[src/design/sbm_pkg.sv]
package sbm_pkg;

    localparam int ENTRY_W     = 16;
    localparam int INDEX_W     = 13;
    localparam int LBA_W       = 32;
    localparam int PHYS_W      = 39;
    localparam int DISC_W      = 36;
    localparam int USED_W      = 14;
    localparam int SHIFT_W     = 5;
    localparam int OFFSET_W    = 22;
    localparam int CFG_INDEX_W = 1;
    localparam int CFG_DATA_W  = 32;

    localparam logic OP_LOAD      = 1'b0;
    localparam logic OP_TRANSLATE = 1'b1;

    localparam logic [CFG_INDEX_W-1:0] REG_BLOCK_SHIFT = 1'b0;
    localparam logic [CFG_INDEX_W-1:0] REG_BASE_LBA    = 1'b1;

    localparam logic [SHIFT_W-1:0] SHIFT_MAX   = 5'd22;
    localparam logic [SHIFT_W-1:0] SHIFT_RESET = 5'd12;

    typedef struct packed {
        logic               operation;
        logic [INDEX_W-1:0] entry_index;
        logic [ENTRY_W-1:0] entry_value;
        logic [LBA_W-1:0]   lba;
    } in_item_t;

    typedef struct packed {
        logic [PHYS_W-1:0] phys_lba;
        logic              is_empty;
        logic              out_of_range;
        logic [DISC_W-1:0] disc_lbas;
    } out_item_t;

    // Control handed from the issue stage to the result stage.
    typedef struct packed {
        logic                valid;
        logic                translate;
        logic                out_of_range;
        logic [OFFSET_W-1:0] offset;
    } stage_t;

endpackage

[src/design/sbm_result.sv]
module sbm_result (
    input  logic                           clk,
    input  logic                           rst_n,
    input  sbm_pkg::stage_t                stage,
    input  logic [sbm_pkg::ENTRY_W-1:0]    rd_data,
    input  logic [sbm_pkg::SHIFT_W-1:0]    shift,
    input  logic [sbm_pkg::CFG_DATA_W-1:0] base_lba,
    input  logic [sbm_pkg::USED_W-1:0]     used_blocks,
    output logic                           done,
    output sbm_pkg::out_item_t             result
);

    logic               done_reg;
    sbm_pkg::out_item_t result_reg;
    sbm_pkg::out_item_t result_next;
    logic               entry_zero;

    assign entry_zero = rd_data == '0;

    // Map data only counts for translations that passed the range check.
    always_comb
    begin
        result_next.phys_lba     = '0;
        result_next.is_empty     = 1'b0;
        result_next.out_of_range = stage.out_of_range;
        result_next.disc_lbas    = sbm_pkg::DISC_W'(used_blocks) << shift;
        if (stage.translate && !stage.out_of_range)
        begin
            if (entry_zero)
            begin
                result_next.is_empty = 1'b1;
            end
            else
            begin
                result_next.phys_lba = (sbm_pkg::PHYS_W'(rd_data) << shift)
                                     + sbm_pkg::PHYS_W'(stage.offset)
                                     + sbm_pkg::PHYS_W'(base_lba);
            end
        end
    end

    always_ff @(posedge clk or negedge rst_n)
    begin
        if (!rst_n)
        begin
            done_reg <= 1'b0;
        end
        else
        begin
            done_reg <= stage.valid;
        end
    end

    always_ff @(posedge clk)
    begin
        result_reg <= result_next;
    end

    assign done   = done_reg;
    assign result = result_reg;

endmodule

[config.mk]
export PLATFORM = sky130hd
export DESIGN_NAME = sbm_result
export DESIGN_NICKNAME = d
export VERILOG_FILES = /design/src/design/sbm_pkg.sv /design/src/design/sbm_result.sv
export SDC_FILE = /design/constraint.sdc
export NUM_CORES = 1
export LEC_CHECK = 0
export ABC_CLOCK_PERIOD_IN_PS = 800
export BUFFER_PORTS_ARGS = -buffer_cell sky130_fd_sc_hd__buf_4
export CELL_PAD_IN_SITES_DETAIL_PLACEMENT = 0
export CELL_PAD_IN_SITES_GLOBAL_PLACEMENT = 2
export CORE_ASPECT_RATIO = 0.6
export CORE_MARGIN = 1.5
export CORE_UTILIZATION = 31
export DETAILED_ROUTE_END_ITERATION = 12
export GPL_TIMING_DRIVEN = 0
export MAX_ROUTING_LAYER = met4
export PLACE_DENSITY = 0.92
export SKIP_CTS_REPAIR_TIMING = 1
export SYNTH_ARGS = -nofsm -noshare
export SYNTH_HDL_FRONTEND = slang
export SYNTH_SLANG_ARGS = --single-unit
[constraint.sdc]
create_clock -name clk -period 0.8 [get_ports clk]
set_input_delay 0.04 -clock clk [delete_from_list [all_inputs] [get_ports clk]]
set_output_delay 0.04 -clock clk [all_outputs]
set_load 0.01 [all_outputs]
==> impl_metrics.toml, run 1 <==
[status]
outcome = "finished, violations left"
violations = "negative setup slack"

[placement]
dp.cells = 1143
routabilityCongestion = 0.946
placed_cell_area_um2 = 8040
hpwl_um = 18600
io_buffers = 169

[sta]
worstMarginPinSlew_ns = 0.819
relSlewSlack_pct = 45.4
max_freq_mhz = 260
fin_crit_sh_pct = 480
setup_viol = 153
setup_slack_ns = -3.04
rsz0062_at_grt = "yes"
hold_violations = 0
finalHoldWorstSlack_ns = 0.0414
maxSlewViolCount = 0
fin_crit_ns = 3.84

[setup_path]
cp_data_arrival_time_ns = 4.12
worst-endpoint-required_ns = 1.07
worstSetupPathType = "in -> reg"
critPathMaxFanout = 8
crit_family = "compound AO/OA/AOI/OAI gates"
path_buf_inv = 5
path_common_cell = "buf_12"
worstPathCellList = "buf_12, buf_12, buf_12, buf_12, mux2i_4, nor2_4, a21oi_4, o21ai_4, nor2_1, a211oi_2, fa_1, ha_1, buf_6, a211oi_2, o21ai_1, a31o_2, a221oi_4, a21oi_2, o31ai_4, o211ai_1, a21oi_2"
startpoint_type = "input pin"
endpoint_kind = "flip-flop"
slowest_delay_ns = 0.48
slowest_stage = "fa_1"

[power]
leakage_nw = 4.27
power_switching_w = 0.00700
vdd_drop_max_v = 0.00104
pwr_density_cell_nw_per_um2 = 1770
p_comb_share_pct = 51.7
seqPwrFrac_pct = 24.8
clkPwrFrac_pct = 23.6
switching_share_pct = 38.5
intPower_w = 0.0112

[drt]
final_antenna_net_count = 0
route.final.wire_length_um = 24600
vias = 6508
dr.pass1.iters = 5
drtIter0Drc = 601
avgViaCountPerCell = 5.33
routedWlPerCell_um = 20.2
drc = 0

[global_route]
grt_pass1_vias = 5650
grt_first_pass_wirelength_um = 34000
grt_max_degree = 18
grt_usage_pct = 22.8
antenna_found_initial = 1
grt_overflow = 0

[floorplanning]
coreArea_um2 = 19200
die-width_um = 184
ios = 172
rows = 39
initial_core_util_pct = 31.9
die_h_um = 112
dieArea_um2 = 20600

[yosys]
synth.ff_latch_count = 78
synth_edf_count = 0
synthFlopType = "dfxtp_1"
syn-mean-instance-area_um2 = 8.64
yosysWarnings = 0
ys_seq_area_share_pct = 25.6
synthArstFlopShare_pct = 1.28
synth.distinct_cells = 70
syn_area_um2 = 6120
synth_cells = 708
synth_fp_nets = 867

[finish]
fillers = 1790
layout.cells.non_filler = 1220
final_area_um2 = 10300
final_common_cell = "buf_4"
layout_common_cells = "buf_4 (138), buf_6 (94), dfxtp_2 (70)"
layout-drive-gt1-share_pct = 57.1
largest_reg_flops = 77
nets = 1107
area_delta_synth_final_pct = 67.6

[hold_path]
hp-class = "in -> reg"

[clock_tree]
root_buffer = "clkbuf_16"
cts_sinks = 78
cts_made_buffers = 9
clk_pin_slew_worst_paths_ns = 0.07
cts_tree = "built"
cts_buffer_depth = 2
cts_max_level = 3

[job]
drv_cap = 0
==> kinds of logic after synthesis <==
family	Yosys count	share of synthesized area, %
compound gates	193	20.7
fa+ha+maj	65	16.1
flops	78	25.6
simple gates	234	17.9
xor+xnor	23	3.29
mux	58	12.4
buf+inv	57	4.11
==> through the flow <==
stage          total power (W)  util (%)  setup slack [ns]  TNS (ns)
2_1_floorplan          0.00895         -             -3.00   -116.12
3_3_place_gp            0.0112      41.9             -3.84   -154.36
3_5_place_dp            0.0112      41.9             -3.86   -155.56
4_1_cts                 0.0155      43.5             -3.48   -130.60
5_1_grt                 0.0191      53.5             -3.18   -121.80
6_report                0.0182      53.5             -3.04   -114.30
==> Yosys cell counts (6+ instances only) <==
| cell type | number | area, µm² |
|---|---|---|
| and2_1 | 18 | 113 |
| a211oi_1 | 11 | 82.6 |
| inv_1 | 21 | 78.8 |
| ha_1 | 42 | 526 |
| buf_1 | 6 | 22.5 |
| a22o_1 | 8 | 70.1 |
| o22ai_1 | 12 | 75.1 |
| o21ai_0 | 44 | 220 |
| nor3_1 | 13 | 65.1 |
| mux4_2 | 13 | 293 |
| xnor2_1 | 10 | 87.6 |
| nor4_1 | 6 | 37.5 |
| nor2b_1 | 7 | 43.8 |
| a21o_1 | 10 | 75.1 |
| or3_1 | 7 | 43.8 |
| mux2i_1 | 35 | 350 |
| dfxtp_1 | 77 | 1540 |
| and3_1 | 6 | 37.5 |
| nor2_1 | 84 | 315 |
| mux2_2 | 9 | 101 |
| fa_1 | 23 | 460 |
| xor2_1 | 13 | 114 |
| o21a_1 | 9 | 67.6 |
| nand3_1 | 6 | 30.0 |
| nand2_1 | 63 | 236 |
| clkbuf_1 | 18 | 67.6 |
| nand2b_1 | 6 | 37.5 |
| a21oi_1 | 49 | 245 |
==> routing by layer <==
metal	wire (µm)	share of wire (%)	global-route usage [%]	up-vias
met5	0	0	-	-
met2	9680	39	26.3	276
met1	12900	52	38.1	3172
met3	1920	7.8	4.94	15
met4	133	0.54	3.22	0
li1	-	-	-	3045
==> area by class of cell <==
cell class                 instances  area (µm²)  area share (%)
antenna                            1        2.50          0.0244
buffer                            34         312            3.04
clock buffer                       9         225            2.20
clock inverter                     7        68.8           0.671
inverter                          22        82.6           0.805
multi-input combinational        573        5500            53.6
sequential                        78        1650            16.1
tap                              266         333            3.25
timing repair buffer             230        2080            20.3
==> final timing paths <==
| path | start | endpoint | slack, ns | cells after the start |
|---|---|---|---|---|
| min in group asynchronous | rst_n | done | 0.53 | 3 |
| hold / removal | used_blocks[1] | result[18] | 0.04 | 3 |
| setup / recovery | shift[1] | result[73] | -3.04 | 21 |
| max in group asynchronous | rst_n | done | 0.17 | 3 |
==> power groups by stage <==
stage / Clock [W] / Sequential [W] / Combinational, W
after floorplan: 0 / 0.00465 / 0.00430
after global placement: 0 / 0.00445 / 0.00678
after detailed placement: 0 / 0.00445 / 0.00679
after CTS: 0.00436 / 0.00437 / 0.00682
after global routing: 0.00455 / 0.00453 / 0.0100
final: 0.00428 / 0.00450 / 0.00940
Power figures use the tool's default switching activity.
==> run 2, diff against run 1 <==
CORE_MARGIN = 3   (was 1.5)
==> run 2 against run 1 <==
The run ends with negative hold slack, negative setup slack left. First-iteration DRC count down 16%. Final area down 1.9%. Core utilization down 1.0 points. Largest cell class unchanged. Highest routed layer unchanged.
==> impl_metrics.toml, run 2 (synthesis results as in run 1) <==
[status]
outcome = "finished, violations left"
violations = "negative hold slack, negative setup slack"

[clock_tree]
clk_pin_slew_worst_paths_ns = 0.07
cts_made_buffers = 9
cts_tree = "built"
cts_buffer_depth = 2
root_buffer = "clkbuf_16"
cts_sinks = 78
cts_max_level = 3

[drt]
dr.pass1.iters = 5
drtIter0Drc = 507
avgViaCountPerCell = 5.40
drc = 0
route.final.wire_length_um = 24500
final_antenna_net_count = 0
routedWlPerCell_um = 20.2
vias = 6549

[placement]
routabilityCongestion = 0.920
hpwl_um = 18800
io_buffers = 169
placed_cell_area_um2 = 8040

[sta]
setup_slack_ns = -3.07
relSlewSlack_pct = 39.8
max_freq_mhz = 258
setup_viol = 153
finalHoldWorstSlack_ns = -0.0158
maxSlewViolCount = 0
hold_violations = 1
fin_crit_ns = 3.87
rsz0062_at_grt = "yes"
worstMarginPinSlew_ns = 0.904
fin_crit_sh_pct = 484

[floorplanning]
initial_core_util_pct = 31.9
ios = 172
dieArea_um2 = 21500
rows = 39
coreArea_um2 = 19200
die-width_um = 187
die_h_um = 115

[setup_path]
startpoint_type = "input pin"
worstSetupPathType = "in -> reg"
endpoint_kind = "flip-flop"
worst-endpoint-required_ns = 1.04
critPathMaxFanout = 6
cp_data_arrival_time_ns = 4.11

[finish]
final_area_um2 = 10100
area_delta_synth_final_pct = 64.5
nets = 1100
layout-drive-gt1-share_pct = 56.6
layout_common_cells = "buf_4 (138), buf_6 (88), dfxtp_2 (74)"
final_common_cell = "buf_4"
largest_reg_flops = 77
antennaDiodeCount = 0

[global_route]
grt_overflow = 0
grt_pass1_vias = 5708
grt_usage_pct = 21.5
grt_max_degree = 18
antenna_found_initial = 0
grt_first_pass_wirelength_um = 34100

[power]
leakage_nw = 4.22
vdd_drop_max_v = 0.00122
pwr_density_cell_nw_per_um2 = 1760

[hold_path]
hp-class = "in -> async"

[job]
drv_cap = 0
## run 2: report_power, final
group          internal (W)  leakage [nW]  switching [W]  total (W)
registers           0.00434         0.673       0.000171    0.00451
logic               0.00441          3.40        0.00465    0.00906
clock network       0.00221         0.147        0.00197    0.00417
## run 2: path summary, 6_finish.rpt
check | end | startpoint | slack [ns] | cells after the start
worst max-delay path | result[76] | shift[1] | -3.07 | 19
worst min-delay path | done | rst_n | -0.02 | 2
max in group asynchronous | done | rst_n | 0.74 | 2
min in group clk | result[37] | rd_data[14] | 0.02 | 4
## run 2: worst max-delay path, cell delays in order
cell	delay, ns
buf_12	0.11
buf_8	0.12
buf_4	0.14
mux4_2	0.36
mux4_2	0.54
nand2_1	0.10
o21ai_2	0.08
fa_1	0.55
ha_4	0.23
a21o_1	0.22
a31o_2	0.24
nor2_1	0.09
o211ai_1	0.09
buf_4	0.16
a2111oi_4	0.28
buf_4	0.20
o21ai_4	0.08
nand4b_1	0.14
mux2_4	0.34
## run 2: layout make-up
class	instances	area [µm²]
clock inverters	7	68.8
well taps	266	333
plain buffers	35	305
inverters	22	82.6
flip-flops and latches	78	1660
clock buffers	9	225
fillers	1784	9110
multi-input cells	573	5390
repair buffers	222	2000
## run 2: routing by layer
layer	up-vias	wire, µm	part of all wire, %	global-route usage (%)
met4	0	215	0.88	3.45
met1	3204	12900	53	34.9
li1	3042	-	-	-
met2	289	9340	38	25.2
met5	-	0	0	-
met3	14	2030	8.3	5.94
## run 2: per-stage QoR
step | util (%) | std cells | setup TNS, ns | power (W) | worst slack, ns
after floorplan | - | 708 | -116.12 | 0.00895 | -3.00
after global placement | 41.9 | 1143 | -153.39 | 0.0112 | -3.81
after detailed placement | 41.9 | 1143 | -154.16 | 0.0112 | -3.90
after CTS | 43.5 | 1159 | -129.39 | 0.0155 | -3.53
after global routing | 52.5 | 1212 | -121.37 | 0.0187 | -3.20
final | 52.5 | 1212 | -114.04 | 0.0177 | -3.07
