$ cat src/design/sbm_pkg.sv
package sbm_pkg;

    localparam int ENTRY_W     = 16;
    localparam int INDEX_W     = 13;
    localparam int LBA_W       = 32;
    localparam int PHYS_W      = 39;
    localparam int DISC_W      = 36;
    localparam int USED_W      = 14;
    localparam int SHIFT_W     = 5;
    localparam int OFFSET_W    = 22;
    localparam int CFG_INDEX_W = 1;
    localparam int CFG_DATA_W  = 32;

    localparam logic OP_LOAD      = 1'b0;
    localparam logic OP_TRANSLATE = 1'b1;

    localparam logic [CFG_INDEX_W-1:0] REG_BLOCK_SHIFT = 1'b0;
    localparam logic [CFG_INDEX_W-1:0] REG_BASE_LBA    = 1'b1;

    localparam logic [SHIFT_W-1:0] SHIFT_MAX   = 5'd22;
    localparam logic [SHIFT_W-1:0] SHIFT_RESET = 5'd12;

    typedef struct packed {
        logic               operation;
        logic [INDEX_W-1:0] entry_index;
        logic [ENTRY_W-1:0] entry_value;
        logic [LBA_W-1:0]   lba;
    } in_item_t;

    typedef struct packed {
        logic [PHYS_W-1:0] phys_lba;
        logic              is_empty;
        logic              out_of_range;
        logic [DISC_W-1:0] disc_lbas;
    } out_item_t;

    // Control handed from the issue stage to the result stage.
    typedef struct packed {
        logic                valid;
        logic                translate;
        logic                out_of_range;
        logic [OFFSET_W-1:0] offset;
    } stage_t;

endpackage

$ cat src/design/sbm_issue.sv
module sbm_issue #(
    parameter int DEPTH  = 8192,
    parameter int ADDR_W = 13
) (
    input  logic                        clk,
    input  logic                        rst_n,
    input  logic                        accept,
    input  sbm_pkg::in_item_t           item,
    input  logic [sbm_pkg::SHIFT_W-1:0] shift,
    output logic                        wr_en,
    output logic [ADDR_W-1:0]           wr_addr,
    output logic [sbm_pkg::ENTRY_W-1:0] wr_data,
    output logic                        rd_en,
    output logic [ADDR_W-1:0]           rd_addr,
    output sbm_pkg::stage_t             stage,
    output logic [sbm_pkg::USED_W-1:0]  used_blocks
);

    logic [sbm_pkg::USED_W-1:0]   used_blocks_reg;
    logic [sbm_pkg::USED_W-1:0]   used_blocks_next;
    sbm_pkg::stage_t              stage_reg;
    sbm_pkg::stage_t              stage_next;
    logic [31:0]                  idx_ext;
    logic [31:0]                  blk_ext;
    logic [sbm_pkg::USED_W-1:0]   idx_inc;
    logic [sbm_pkg::DISC_W-1:0]   disc_size;
    logic [sbm_pkg::LBA_W-1:0]    offset_mask;
    logic                         in_map;
    logic                         is_load;
    logic                         is_translate;
    logic                         beyond;

    assign idx_ext      = 32'(item.entry_index);
    assign blk_ext      = item.lba >> shift;
    assign idx_inc      = sbm_pkg::USED_W'(item.entry_index) + sbm_pkg::USED_W'(1);
    assign in_map       = idx_ext < 32'(DEPTH);
    assign is_load      = accept && (item.operation == sbm_pkg::OP_LOAD);
    assign is_translate = accept && (item.operation == sbm_pkg::OP_TRANSLATE);
    assign disc_size    = sbm_pkg::DISC_W'(used_blocks_reg) << shift;
    assign beyond       = sbm_pkg::DISC_W'(item.lba) >= disc_size;
    assign offset_mask  = (sbm_pkg::LBA_W'(1) << shift) - sbm_pkg::LBA_W'(1);

    assign wr_en   = is_load && in_map;
    assign wr_addr = idx_ext[ADDR_W-1:0];
    assign wr_data = item.entry_value;

    // An in-range block index is always below used_blocks, hence inside the map.
    assign rd_en   = is_translate && !beyond;
    assign rd_addr = blk_ext[ADDR_W-1:0];

    always_comb
    begin
        used_blocks_next = used_blocks_reg;
        if (wr_en && (item.entry_value != '0) && (idx_inc > used_blocks_reg))
        begin
            used_blocks_next = idx_inc;
        end
        stage_next.valid        = accept;
        stage_next.translate    = is_translate;
        stage_next.out_of_range = is_translate && beyond;
        stage_next.offset       = item.lba[sbm_pkg::OFFSET_W-1:0]
                                & offset_mask[sbm_pkg::OFFSET_W-1:0];
    end

    always_ff @(posedge clk or negedge rst_n)
    begin
        if (!rst_n)
        begin
            used_blocks_reg <= '0;
            stage_reg       <= '0;
        end
        else
        begin
            used_blocks_reg <= used_blocks_next;
            stage_reg       <= stage_next;
        end
    end

    assign stage       = stage_reg;
    assign used_blocks = used_blocks_reg;

endmodule

$ cat config.mk
export PLATFORM = sky130hd
export DESIGN_NAME = sbm_issue
export DESIGN_NICKNAME = d
export VERILOG_FILES = /design/src/design/sbm_pkg.sv /design/src/design/sbm_issue.sv
export SDC_FILE = /design/constraint.sdc
export NUM_CORES = 1
export LEC_CHECK = 0
export ABC_CLOCK_PERIOD_IN_PS = 3900
export BUFFER_PORTS_ARGS = -buffer_cell sky130_fd_sc_hd__clkbuf_2
export CORE_AREA = 2 2 179 111
export CTS_BUF_LIST = sky130_fd_sc_hd__clkbuf_8
export DETAILED_ROUTE_END_ITERATION = 10
export DIE_AREA = 0 0 181 113
export GPL_TIMING_DRIVEN = 0
export PLACE_DENSITY = 0.54
export SETUP_SLACK_MARGIN = 0.05
export SYNTH_ARGS = -nofsm -noshare
export SYNTH_HDL_FRONTEND = slang
export SYNTH_SLANG_ARGS = --single-unit
$ cat constraint.sdc
create_clock -name clk -period 3.9 [get_ports clk]
set_input_delay 0.195 -clock clk [delete_from_list [all_inputs] [get_ports clk]]
set_output_delay 0.195 -clock clk [all_outputs]
set_load 0.1 [all_outputs]
==> run metrics, run 1 <==
outcome=finished clean; final setup vio count=0; max frequency=260.8 MHz; Layout area overhead=25.12%; CP startpoint kind=flip-flop; Seq cells post-synth=39; yosys synthesis warning count=0; filler cell count=roughly 2000; Synth area leaders=dfrtp_1, ha_1, mux4_2, mux2i_1, nand2_1; Core ar.=0.01874 mm²; Logic pwr share=72.5%; final wirelength=24.61 mm; Synth Flop Type=dfrtp_1; Post-synth EDFFs=0; main combinational cell family by area after synthesis=multiplexers; Peak VDD IR=0.2780 mV; worst skew pair latency=0.33 ns; GR Overflow Total=0; max cap viols=0; Final Slew Violations=0; Worst EP required=3.70 ns; Syn Nets=773; Post-Syn Area per Cell=approximately 8.4 µm²; register area share after synthesis=between 10% and 20%; DPL Wire Length=19.32 mm; post-synthesis simple-gate area fraction=17.97%; Post-Synth XOR/XNOR Area=1.901%; Final Cycle Share=98.32%; complex-gate fraction of the synthesized area=19.26%; GPL Wtd Cong=~1.0; Setup TNS=0 ns; Clk network pwr share=8.8%; initial DRC count=around 710; WL/cell=23.02 µm; post-route ant nets=0; Worst Slack Setup Final=0.06558 ns; Hold Vio Cnt, Final=0; highest routed layer=met5; cell taking the most area after synthesis=dfrtp_1; clk sinks=39; CP top delay family=compound AO/OA/AOI/OAI gates; Worst path max stage delay=0.45 ns; most common cell in the synthesized netlist=nand2_1; Sw Ratio=61.34%; worst relative slew slack=22.77%; DR DRC count=0; Initial Util=29.50%; post-synth top area share=approximately 18%; Max Root-Sink Buffers=2; synthesized instance count=655; Num CTS Buffers=5; RSZ-0062 raised after global routing=true; mux contribution to synthesized area=22.63%; vias in the first global route=5803; top fanout value on the critical path=6; nets=941; first-pass GRT wire length=36.36 mm; Async S/R FF share, synth=100.0%; Non-Filler Instances=1069; Worst Path Arrival=3.64 ns; DR vias=slightly above 6000; static leakage=between 3 and 4 nW; largest net degree at the start of global routing=40; M1 WL=between 10 and 15 mm; H-tree Lvls=2; placed cells=between 1000 and 1500; GRT Total Usage=23.59%; Adder-Cell Fraction of Synth Area=10.86%; skew final=0.01639 ns; share of cells above drive strength 1=35.84%; cells along the critical path=buf_4, mux2i_1, mux2i_1, a211oi_1, nor3_1, a31oi_1, ha_1, nand4_1, nor3_1, a222oi_1, and4_1, o21ai_2, a21oi_4, clkbuf_16; CP endpoint kind=primary output; DR WL met3=3.913 mm; IO Port Bufs=150; power per cell area=499.9 mW/mm²; Yosys cell types=59; die area=0.02045 mm²; sequential power share=between 10% and 20%; actual slew at the worst max-slew pin=1.159 ns; width of the die=approximately 180 µm; TritonCTS clock tree=done; first drt pass iteration count=5; io pins=roughly 150; Sw Pwr=2.121 mW; Vias/cell=5.773; Cell Rows=39; post-route minimum period=3.834 ns; Worst Path Buf+Inv=2; die height=113 µm; Place WS=-0.6427 ns; Mapped Area=0.005528 mm²; HP Class=input port to flip-flop; WS Path Type=flip-flop to primary output; Root Driver=clkbuf_8; DR WL met2=9.250 mm; CP max-delay cell=dfrtp_2; ANT cells=0; initial antenna violation count=1; CTS clk-pin slew, worst paths=0.09 ns; max FFs per register=25; Internal=between 1 and 1.5 mW; cts hold-fix bufs=0; top post-synthesis cells by count=nand2_1, ha_1, a21oi_1
==> routing by layer <==
layer  track usage, %  vias up
li1                 -     2728
met4            4.607        2
met2            31.08      475
met5                0        -
met1            34.64     2922
met3            10.81       44
==> layout make-up <==
type	count	area, µm²	area share, %
multi-input combinational	524	4129	59.70
tap	246	307.8	4.450
timing repair buffer	161	853.3	12.34
buffer	71	483.0	6.983
inverter	21	78.83	1.140
clock buffer	5	68.82	0.9949
sequential	39	984.7	14.24
clock inverter	2	11.26	0.1628
==> power by group through the flow <==
stage	Sequential (mW)	Clock (mW)	Combinational [mW]
floorplan	1.22	0	1.18
global placement	0.652	0	2.32
detailed placement	0.655	0	2.32
CTS	0.644	0.307	2.38
global route	0.659	0.326	2.64
finish	0.647	0.304	2.51
==> worst register-to-register path: stages, from the launching register on <==
cell	delay (ns)
dfrtp_2	0.45
buf_4	0.15
mux2i_1	0.20
mux2i_1	0.15
a211oi_1	0.33
nor3_1	0.10
a31oi_1	0.25
ha_1	0.28
nand4_1	0.27
nor3_1	0.10
a222oi_1	0.32
and4_1	0.28
o21ai_2	0.09
and3_1	0.19
==> cell usage in the layout, fill, tap and decap left out, types with 5 or more instances in the layout <==
cell type / synthesis / layout
a21boi_0: 7 / 7
nor3_1: 11 / 11
dfrtp_2: 0 / 7
nand3_1: 15 / 15
inv_1: 19 / 20
clkbuf_1: 12 / 9
xnor2_1: 8 / 8
clkbuf_8: 0 / 5
nand2_1: 78 / 77
buf_4: 31 / 43
o21ai_1: 16 / 15
mux2_1: 13 / 13
a21o_1: 12 / 12
buf_2: 12 / 10
o21ai_0: 22 / 20
and2_1: 12 / 12
nor2b_1: 16 / 15
clkbuf_2: 0 / 153
nand2b_1: 7 / 7
and3_1: 10 / 10
nor4_1: 6 / 5
o22ai_1: 7 / 6
mux2_2: 12 / 12
mux2i_1: 37 / 32
nand4_1: 8 / 8
mux4_2: 24 / 24
a211oi_1: 8 / 8
a22oi_1: 8 / 7
a21oi_1: 43 / 41
nor2_1: 41 / 38
ha_1: 48 / 48
dfrtp_1: 39 / 32
a31oi_1: 6 / 6
buf_1: 9 / 5
buf_6: 5 / 6
==> logic make-up after synthesis <==
logic type	Yosys count
AO/OA/AOI/OAI	164
AND/OR/NAND/NOR	210
buffers and inverters	92
multiplexers	90
flip-flops	39
XOR/XNOR	12
adder cells (fa/ha/maj)	48
==> per-stage QoR <==
stage | hold WS, ns | instance area, µm² | total power [mW] | utilization, %
6_report | 0.008299 | 6917 | 3.457 | 36.91
5_1_grt | 0.01225 | 6917 | 3.625 | 36.91
4_1_cts | 0.005434 | 6784 | 3.330 | 36.20
3_5_place_dp | 0.3368 | 6599 | 2.971 | 35.22
3_3_place_gp | 0.3286 | 6599 | 2.974 | 35.22
2_1_floorplan | -0.1006 | 5540 | 2.408 | -
==> final timing paths <==
kind                            slack, ns                        start  depth (start not counted)                           to
worst max-delay path                 0.07  used_blocks[13]$_DFFE_PN0P_                         14                        rd_en
worst min register to register       0.59  used_blocks[13]$_DFFE_PN0P_                          1  used_blocks[13]$_DFFE_PN0P_
min in group asynchronous            0.10                        rst_n                          1           stage[9]$_DFF_PN0_
worst min-delay path                0.008                       accept                          1          stage[24]$_DFF_PN0_
worst max register to register       0.64  used_blocks[13]$_DFFE_PN0P_                         13          stage[22]$_DFF_PN0_
max in group asynchronous            3.02                        rst_n                          1   used_blocks[2]$_DFFE_PN0P_
==> what timing repair did <==
| item | in CTS | in global routing |
|---|---|---|
| endpoints found under the setup margin | 2 | 1 |
| cloned | 0 | 0 |
| setup buffers | 4 | 7 |
| resized for setup | 23 | 25 |
| pin swaps | 3 | 7 |
No activity file was read; power rests on OpenSTA's default activity.
==> run 2: changes to the inputs <==
--- a/config.mk
+++ b/config.mk
@@ -13,6 +13,7 @@
 export DIE_AREA = 0 0 181 113
 export GPL_TIMING_DRIVEN = 0
 export PLACE_DENSITY = 0.54
+export REMOVE_ABC_BUFFERS = 1
 export SETUP_SLACK_MARGIN = 0.05
 export SYNTH_ARGS = -nofsm -noshare
 export SYNTH_HDL_FRONTEND = slang
==> run 2 against run 1 <==
  * Count of clock-buffer cells in the layout unchanged
  * Largest cell class unchanged
  * Via count down 10%
  * Power down 3.2%
  * Die area unchanged
  * Wire length down 18%
  * Critical path type unchanged
  * Non-clock buffer count down 68
  * Maximum frequency up 1.6%
  * Clock power down 7.9%
==> run metrics, run 2 (synthesized netlist as in run 1, its figures left out) <==
Worst EP required=3.70 ns (about the same); GRT Total Usage=19.46% (-4.1 points); DR DRC count=0 (unchanged); max frequency=265.0 MHz (+1.6%); filler cell count=1988 (-0.85%); initial antenna violation count=0 (-1); Multi-input gate area=0.004193 mm² (+1.5%); commonest non-fill, non-tap cell in the layout=clkbuf_2; Final Cycle Share=96.77% (-1.5 points); TritonCTS clock tree=done; max FFs per register=25 (unchanged); Design Area, Final=0.006578 mm² (-4.9%); WS Path Type=flip-flop to primary output; Max Root-Sink Buffers=2 (unchanged); Logic pwr share=72.1% (-0.4 points); cts hold-fix bufs=0 (unchanged); highest routed layer=met4; most frequent cells in the layout=clkbuf_2, nand2_1, ha_1, a21oi_1, nor2_1; H-tree Lvls=2 (unchanged); die height=113 µm (unchanged); sequential power share=19.5% (+0.8 points); clk sinks=39 (unchanged); Placement Cell Area=0.006168 mm² (-6.5%); Hold Vio Cnt, Final=0 (unchanged); initial DRC count=576 (-18%); width of the die=181 µm (unchanged); largest net degree at the start of global routing=68 (+70%); Sw Pwr=2.033 mW (-4.1%); Peak VDD IR=0.6437 mV (+130%); DR WL met2=7.578 mm (-18%); final wirelength=20.08 mm (-18%); WL/cell=20.02 µm (-13%); Worst Path Arrival=3.58 ns (-0.06 ns); Layout area overhead=18.99%; share of cells above drive strength 1=33.29% (-2.6 points); post-route ant nets=0 (unchanged); die area=0.02045 mm² (unchanged); io pins=153 (unchanged); worst relative slew slack=30.27% (+7.5 points); M1 WL=9.829 mm (-11%); Cell Rows=39 (unchanged); Core ar.=0.01874 mm² (unchanged); post-route minimum period=3.774 ns (-0.06021 ns); CP endpoint kind=primary output; DPL Wire Length=15.65 mm (-19%); Root Driver=clkbuf_8; DR vias=5553 (-10%); Clk network pwr share=8.4% (-0.4 points); Sw Ratio=60.74% (-0.61 points); IO Port Bufs=152 (+1.3%); outcome=finished clean; Reg area=991.0 µm² (+0.64%); nets=874 (-7.1%); DR WL met3=2.505 mm (-36%); final setup vio count=0 (unchanged); first drt pass iteration count=5 (unchanged); ANT cells=0 (unchanged); Place WS=-1.784 ns (-1.142 ns); Vias/cell=5.536 (-4.1%); fin util=35.10% (-1.8 points); max cap viols=0 (unchanged); GPL Wtd Cong=0.9278 (-10%); HP Class=input port to flip-flop; top fanout value on the critical path=6 (unchanged); CP startpoint kind=flip-flop; actual slew at the worst max-slew pin=1.042 ns (-0.1162 ns); Final Slew Violations=0 (unchanged); first-pass GRT wire length=30.73 mm (-15%); static leakage=2.996 nW (-8.0%); worst skew pair latency=0.31 ns (-0.02 ns); vias in the first global route=5117 (-12%); Num CTS Buffers=5 (unchanged); power consumption=3.348 mW (-3.2%); Worst Slack Setup Final=0.1258 ns (+0.06021 ns); skew final=0.009725 ns (-0.006663 ns); CTS clk-pin slew, worst paths=0.08 ns (about the same); GR Overflow Total=0 (unchanged); RSZ-0062 raised after global routing=true; power per cell area=509.0 mW/mm² (+1.8%); Internal=1.315 mW (-1.6%); Initial Util=29.50% (unchanged); Setup TNS=0 ns (unchanged)
==> run 2: changes by cell type in the layout (fill, tap and decap cells not counted), moves of 5 or more <==
cell	before	now
clkbuf_1	9	0
buf_1	5	0
buf_4	43	12
buf_2	10	0
dfrtp_2	7	12
buf_6	6	0
clkbuf_2	153	146
dfrtp_1	32	27
==> run 2: per-layer routing <==
metal | vias up | GRT usage [%]
met3 | 13 | 6.276
met2 | 345 | 25.64
met5 | - | 0
li1 | 2612 | -
met4 | 0 | 2.873
met1 | 2583 | 30.58
==> run 2: path summary, 6_finish.rpt <==
path,start,endpoint,slack (ns),cells after the start
worst max-delay path,used_blocks[7]$_DFFE_PN0P_,rd_en,0.13,15
min in group asynchronous,rst_n,stage[6]$_DFF_PN0_,0.05,1
worst min-delay path,accept,stage[24]$_DFF_PN0_,0.03,1
max in group asynchronous,rst_n,used_blocks[0]$_DFFE_PN0P_,3.13,1
worst min register to register,used_blocks[11]$_DFFE_PN0P_,used_blocks[11]$_DFFE_PN0P_,0.60,1
worst max register to register,used_blocks[7]$_DFFE_PN0P_,stage[22]$_DFF_PN0_,0.65,14
==> run 2: stage by stage <==
stage	std cells	hold slack (ns)
after floorplan	584	-0.1006
after global placement	982	0.3319
after detailed placement	983	0.3388
after CTS	999	0.01695
after global routing	1003	0.01651
final	1003	0.02606
==> run 2: layout make-up <==
type	instances	area share, %
clock inverters	3	0.1902
well taps	246	4.679
repair inverters	1	0.1141
repair buffers	164	13.75
multi-input cells	524	63.74
flip-flops and latches	39	15.07
inverters	21	1.408
clock buffers	5	1.046
==> run 2: what timing repair did <==
| action | CTS | global route |
|---|---|---|
| endpoints found under the setup margin | 2 | 1 |
| gates cloned | 1 | 0 |
| gates resized for setup | 35 | 29 |
| setup buffers | 7 | 4 |
| pin swaps | 6 | 4 |
==> run 2: power by group through the flow <==
stage               clock network (mW)  registers, mW  logic, mW
detailed placement                   0          0.649       2.24
global route                     0.301          0.673       2.58
floorplan                            0           1.22      0.982
finish                           0.280          0.654       2.41
global placement                     0          0.647       2.22
CTS                              0.288          0.651       2.30
==> run 2: critical path: stages (launching register included) <==
cell     delay [ns]
dfrtp_2        0.43
nor2b_2        0.18
a21oi_1        0.07
mux2_2         0.34
o21ai_4        0.19
mux2_2         0.23
nand2_1        0.10
ha_4           0.30
nand4_1        0.14
buf_4          0.19
nor4_4         0.26
o21ai_0        0.15
and4_4         0.23
o21ai_4        0.19
a21oi_4        0.09
buf_12         0.17
==> run 3: changes to the inputs <==
--- a/config.mk
+++ b/config.mk
@@ -7,10 +7,10 @@
 export LEC_CHECK = 0
 export ABC_CLOCK_PERIOD_IN_PS = 3900
 export BUFFER_PORTS_ARGS = -buffer_cell sky130_fd_sc_hd__clkbuf_2
-export CORE_AREA = 2 2 179 111
+export CORE_AREA = 2 2 139 141
 export CTS_BUF_LIST = sky130_fd_sc_hd__clkbuf_8
 export DETAILED_ROUTE_END_ITERATION = 10
-export DIE_AREA = 0 0 181 113
+export DIE_AREA = 0 0 141 143
 export GPL_TIMING_DRIVEN = 0
 export PLACE_DENSITY = 0.54
 export REMOVE_ABC_BUFFERS = 1
==> run 3 against run 2 <==
  * Register-to-register slack about the same
  * Critical path type unchanged
  * Worst hold slack worse by 0.0052 ns
  * First-iteration DRC count fell by 21%
  * Clock power rose by 13%
  * Highest routed layer unchanged
  * Count of clock-buffer cells in the layout increased by 2
  * Setup slack worse by 0.027 ns
  * Sequential power down 3%
==> run metrics, run 3 (synthesized netlist as in run 1, its figures left out) <==
commonest non-fill, non-tap cell in the layout=clkbuf_2; initial antenna violation count=0 (unchanged); Worst EP required=3.70 ns (about the same); RSZ-0062 raised after global routing=true; cells along the critical path=mux4_2, mux2_4, a22oi_2, nor2_1, a21oi_1, ha_1, a21o_1, a21o_1, a222oi_1, and4_4, o21ai_4, a21oi_2, buf_8; Peak VDD IR=0.7092 mV (+10%); actual slew at the worst max-slew pin=1.053 ns (+0.01040 ns); HP Class=input port to flip-flop; DR DRC count=0 (unchanged); met3 Use GR=2.918% (-3.4 points); WS Path Type=flip-flop to primary output; worst relative slew slack=29.58% (-0.70 points); post-route ant nets=0 (unchanged); Hold Vio Cnt, Final=0 (unchanged); Max Root-Sink Buffers=2 (unchanged); WL/cell=18.80 µm (-6.1%); IO Port Bufs=152 (unchanged); first-pass GRT wire length=28.51 mm (-7.2%); first drt pass iteration count=5 (unchanged); CP endpoint kind=primary output; DR vias=5467 (-1.5%); Worst Path Buf+Inv=1 (-1); placed cells=971 (-1.2%); die area=0.02016 mm² (-1.4%); Final Slew Violations=0 (unchanged); final setup vio count=0 (unchanged); most frequent cells in the layout=clkbuf_2, nand2_1, ha_1, a21oi_1, nor2_1; CTS clk-pin slew, worst paths=0.09 ns (about the same); max FFs per register=25 (unchanged); final wirelength=18.84 mm (-6.2%); Cell Rows=50 (+28%); cts hold-fix bufs=0 (unchanged); post-route minimum period=3.801 ns (+0.02726 ns); Worst path max stage delay=0.51 ns (+0.08 ns); Core ar.=0.01858 mm² (-0.84%); Crit path top cell by count=a21o_1; skew final=0.01131 ns (+0.001580 ns); die height=143 µm (+27%); width of the die=141 µm (-22%); vias in the first global route=5094 (-0.45%); Layout area overhead=20.08%; clk sinks=39 (unchanged); met2 usage=29.58% (+3.9 points); Final Cycle Share=97.47% (+0.70 points); Root Driver=clkbuf_8; Vias/cell=5.456 (-1.5%); largest net degree at the start of global routing=68 (unchanged); GPL Wtd Cong=0.9158 (-1.3%); initial DRC count=453 (-21%); share of cells above drive strength 1=33.72% (+0.43 points); DPL Wire Length=13.82 mm (-12%); H-tree Lvls=2 (unchanged); TritonCTS clock tree=done; power per cell area=508.2 mW/mm² (-0.15%); max cap viols=0 (unchanged); CP max-delay cell=mux4_2; CP startpoint kind=flip-flop; worst skew pair latency=0.31 ns (about the same); Initial Util=29.75% (+0.25 points); nets=885 (+1.3%); Worst Path Arrival=3.61 ns (+0.03 ns); GRT Total Usage=18.16% (-1.3 points); io pins=153 (unchanged); GR Util met1=25.08% (-5.5 points); top fanout value on the critical path=7 (+1); minimum hold slack=0.02088 ns (-0.005186 ns); Non-Filler Instances=1002 (-0.10%); outcome=finished clean; ANT cells=0 (unchanged); max frequency=263.1 MHz (-0.72%); filler cell count=1932 (-2.8%); layer with the highest usage=met2; CP top delay family=compound AO/OA/AOI/OAI gates; GR Overflow Total=0 (unchanged); static leakage=3.059 nW (+2.1%); Num CTS Buffers=5 (unchanged)
[run 3: repair_timing]
action / 4_1_cts / 5_1_grt
setup endpoints to repair: 2 / 1
hold endpoints to repair: 0 / 0
buffers inserted: 8 / 13
cloned: 2 / 0
pin swaps: 2 / 13
gates resized for setup: 25 / 27
[run 3: layout make-up]
| class | instances | area, µm² | share of cell area [%] |
|---|---|---|---|
| Clock buffer | 7 | 96.34 | 1.451 |
| Clock inverter | 1 | 7.507 | 0.1131 |
| Inverter | 21 | 92.59 | 1.395 |
| Multi-Input combinational cell | 524 | 4141 | 62.39 |
| Sequential cell | 39 | 991.0 | 14.93 |
| Tap cell | 234 | 292.8 | 4.411 |
| Timing Repair Buffer | 175 | 1011 | 15.23 |
| Timing Repair inverter | 1 | 5.005 | 0.07540 |
[run 3: metal layers]
metal | part of all wire (%) | up-vias
met1 | 45 | 2580
met2 | 47 | 239
met4 | 1.6 | 0
met3 | 7.0 | 26
li1 | - | 2622
met5 | 0 | -
[run 3: worst paths after layout]
check / from / endpoint / slack, ns / cells past startpoint
min: accept / stage[24]$_DFF_PN0_ / 0.02 / 1
max reg2reg: used_blocks[12]$_DFFE_PN0P_ / stage[22]$_DFF_PN0_ / 0.65 / 13
min in group asynchronous: rst_n / stage[8]$_DFF_PN0_ / 0.07 / 1
max in group asynchronous: rst_n / used_blocks[3]$_DFFE_PN0P_ / 3.12 / 1
min reg2reg: used_blocks[10]$_DFFE_PN0P_ / used_blocks[10]$_DFFE_PN0P_ / 0.57 / 1
max: used_blocks[12]$_DFFE_PN0P_ / rd_en / 0.1 / 13
[run 3: through the flow]
stage / setup WS [ns] / setup TNS [ns] / area, µm² / utilization [%] / power (mW)
2_1_floorplan: -0.8082 / -0.8082 / 5070 / - / 2.204
3_3_place_gp: -1.636 / -2.836 / 6123 / 32.96 / 2.844
3_5_place_dp: -1.649 / -2.874 / 6153 / 33.12 / 2.858
4_1_cts: 0.05229 / 0 / 6441 / 34.67 / 3.246
5_1_grt: -0.04504 / -0.04504 / 6638 / 35.72 / 3.584
6_report: 0.09852 / 0 / 6638 / 35.72 / 3.373
[run 3: power breakdown]
group | internal [mW] | leakage (nW) | switching, mW | total (mW)
registers | 0.502 | 0.468 | 0.133 | 0.635
logic | 0.724 | 2.54 | 1.70 | 2.42
clock network | 0.161 | 0.0505 | 0.155 | 0.316
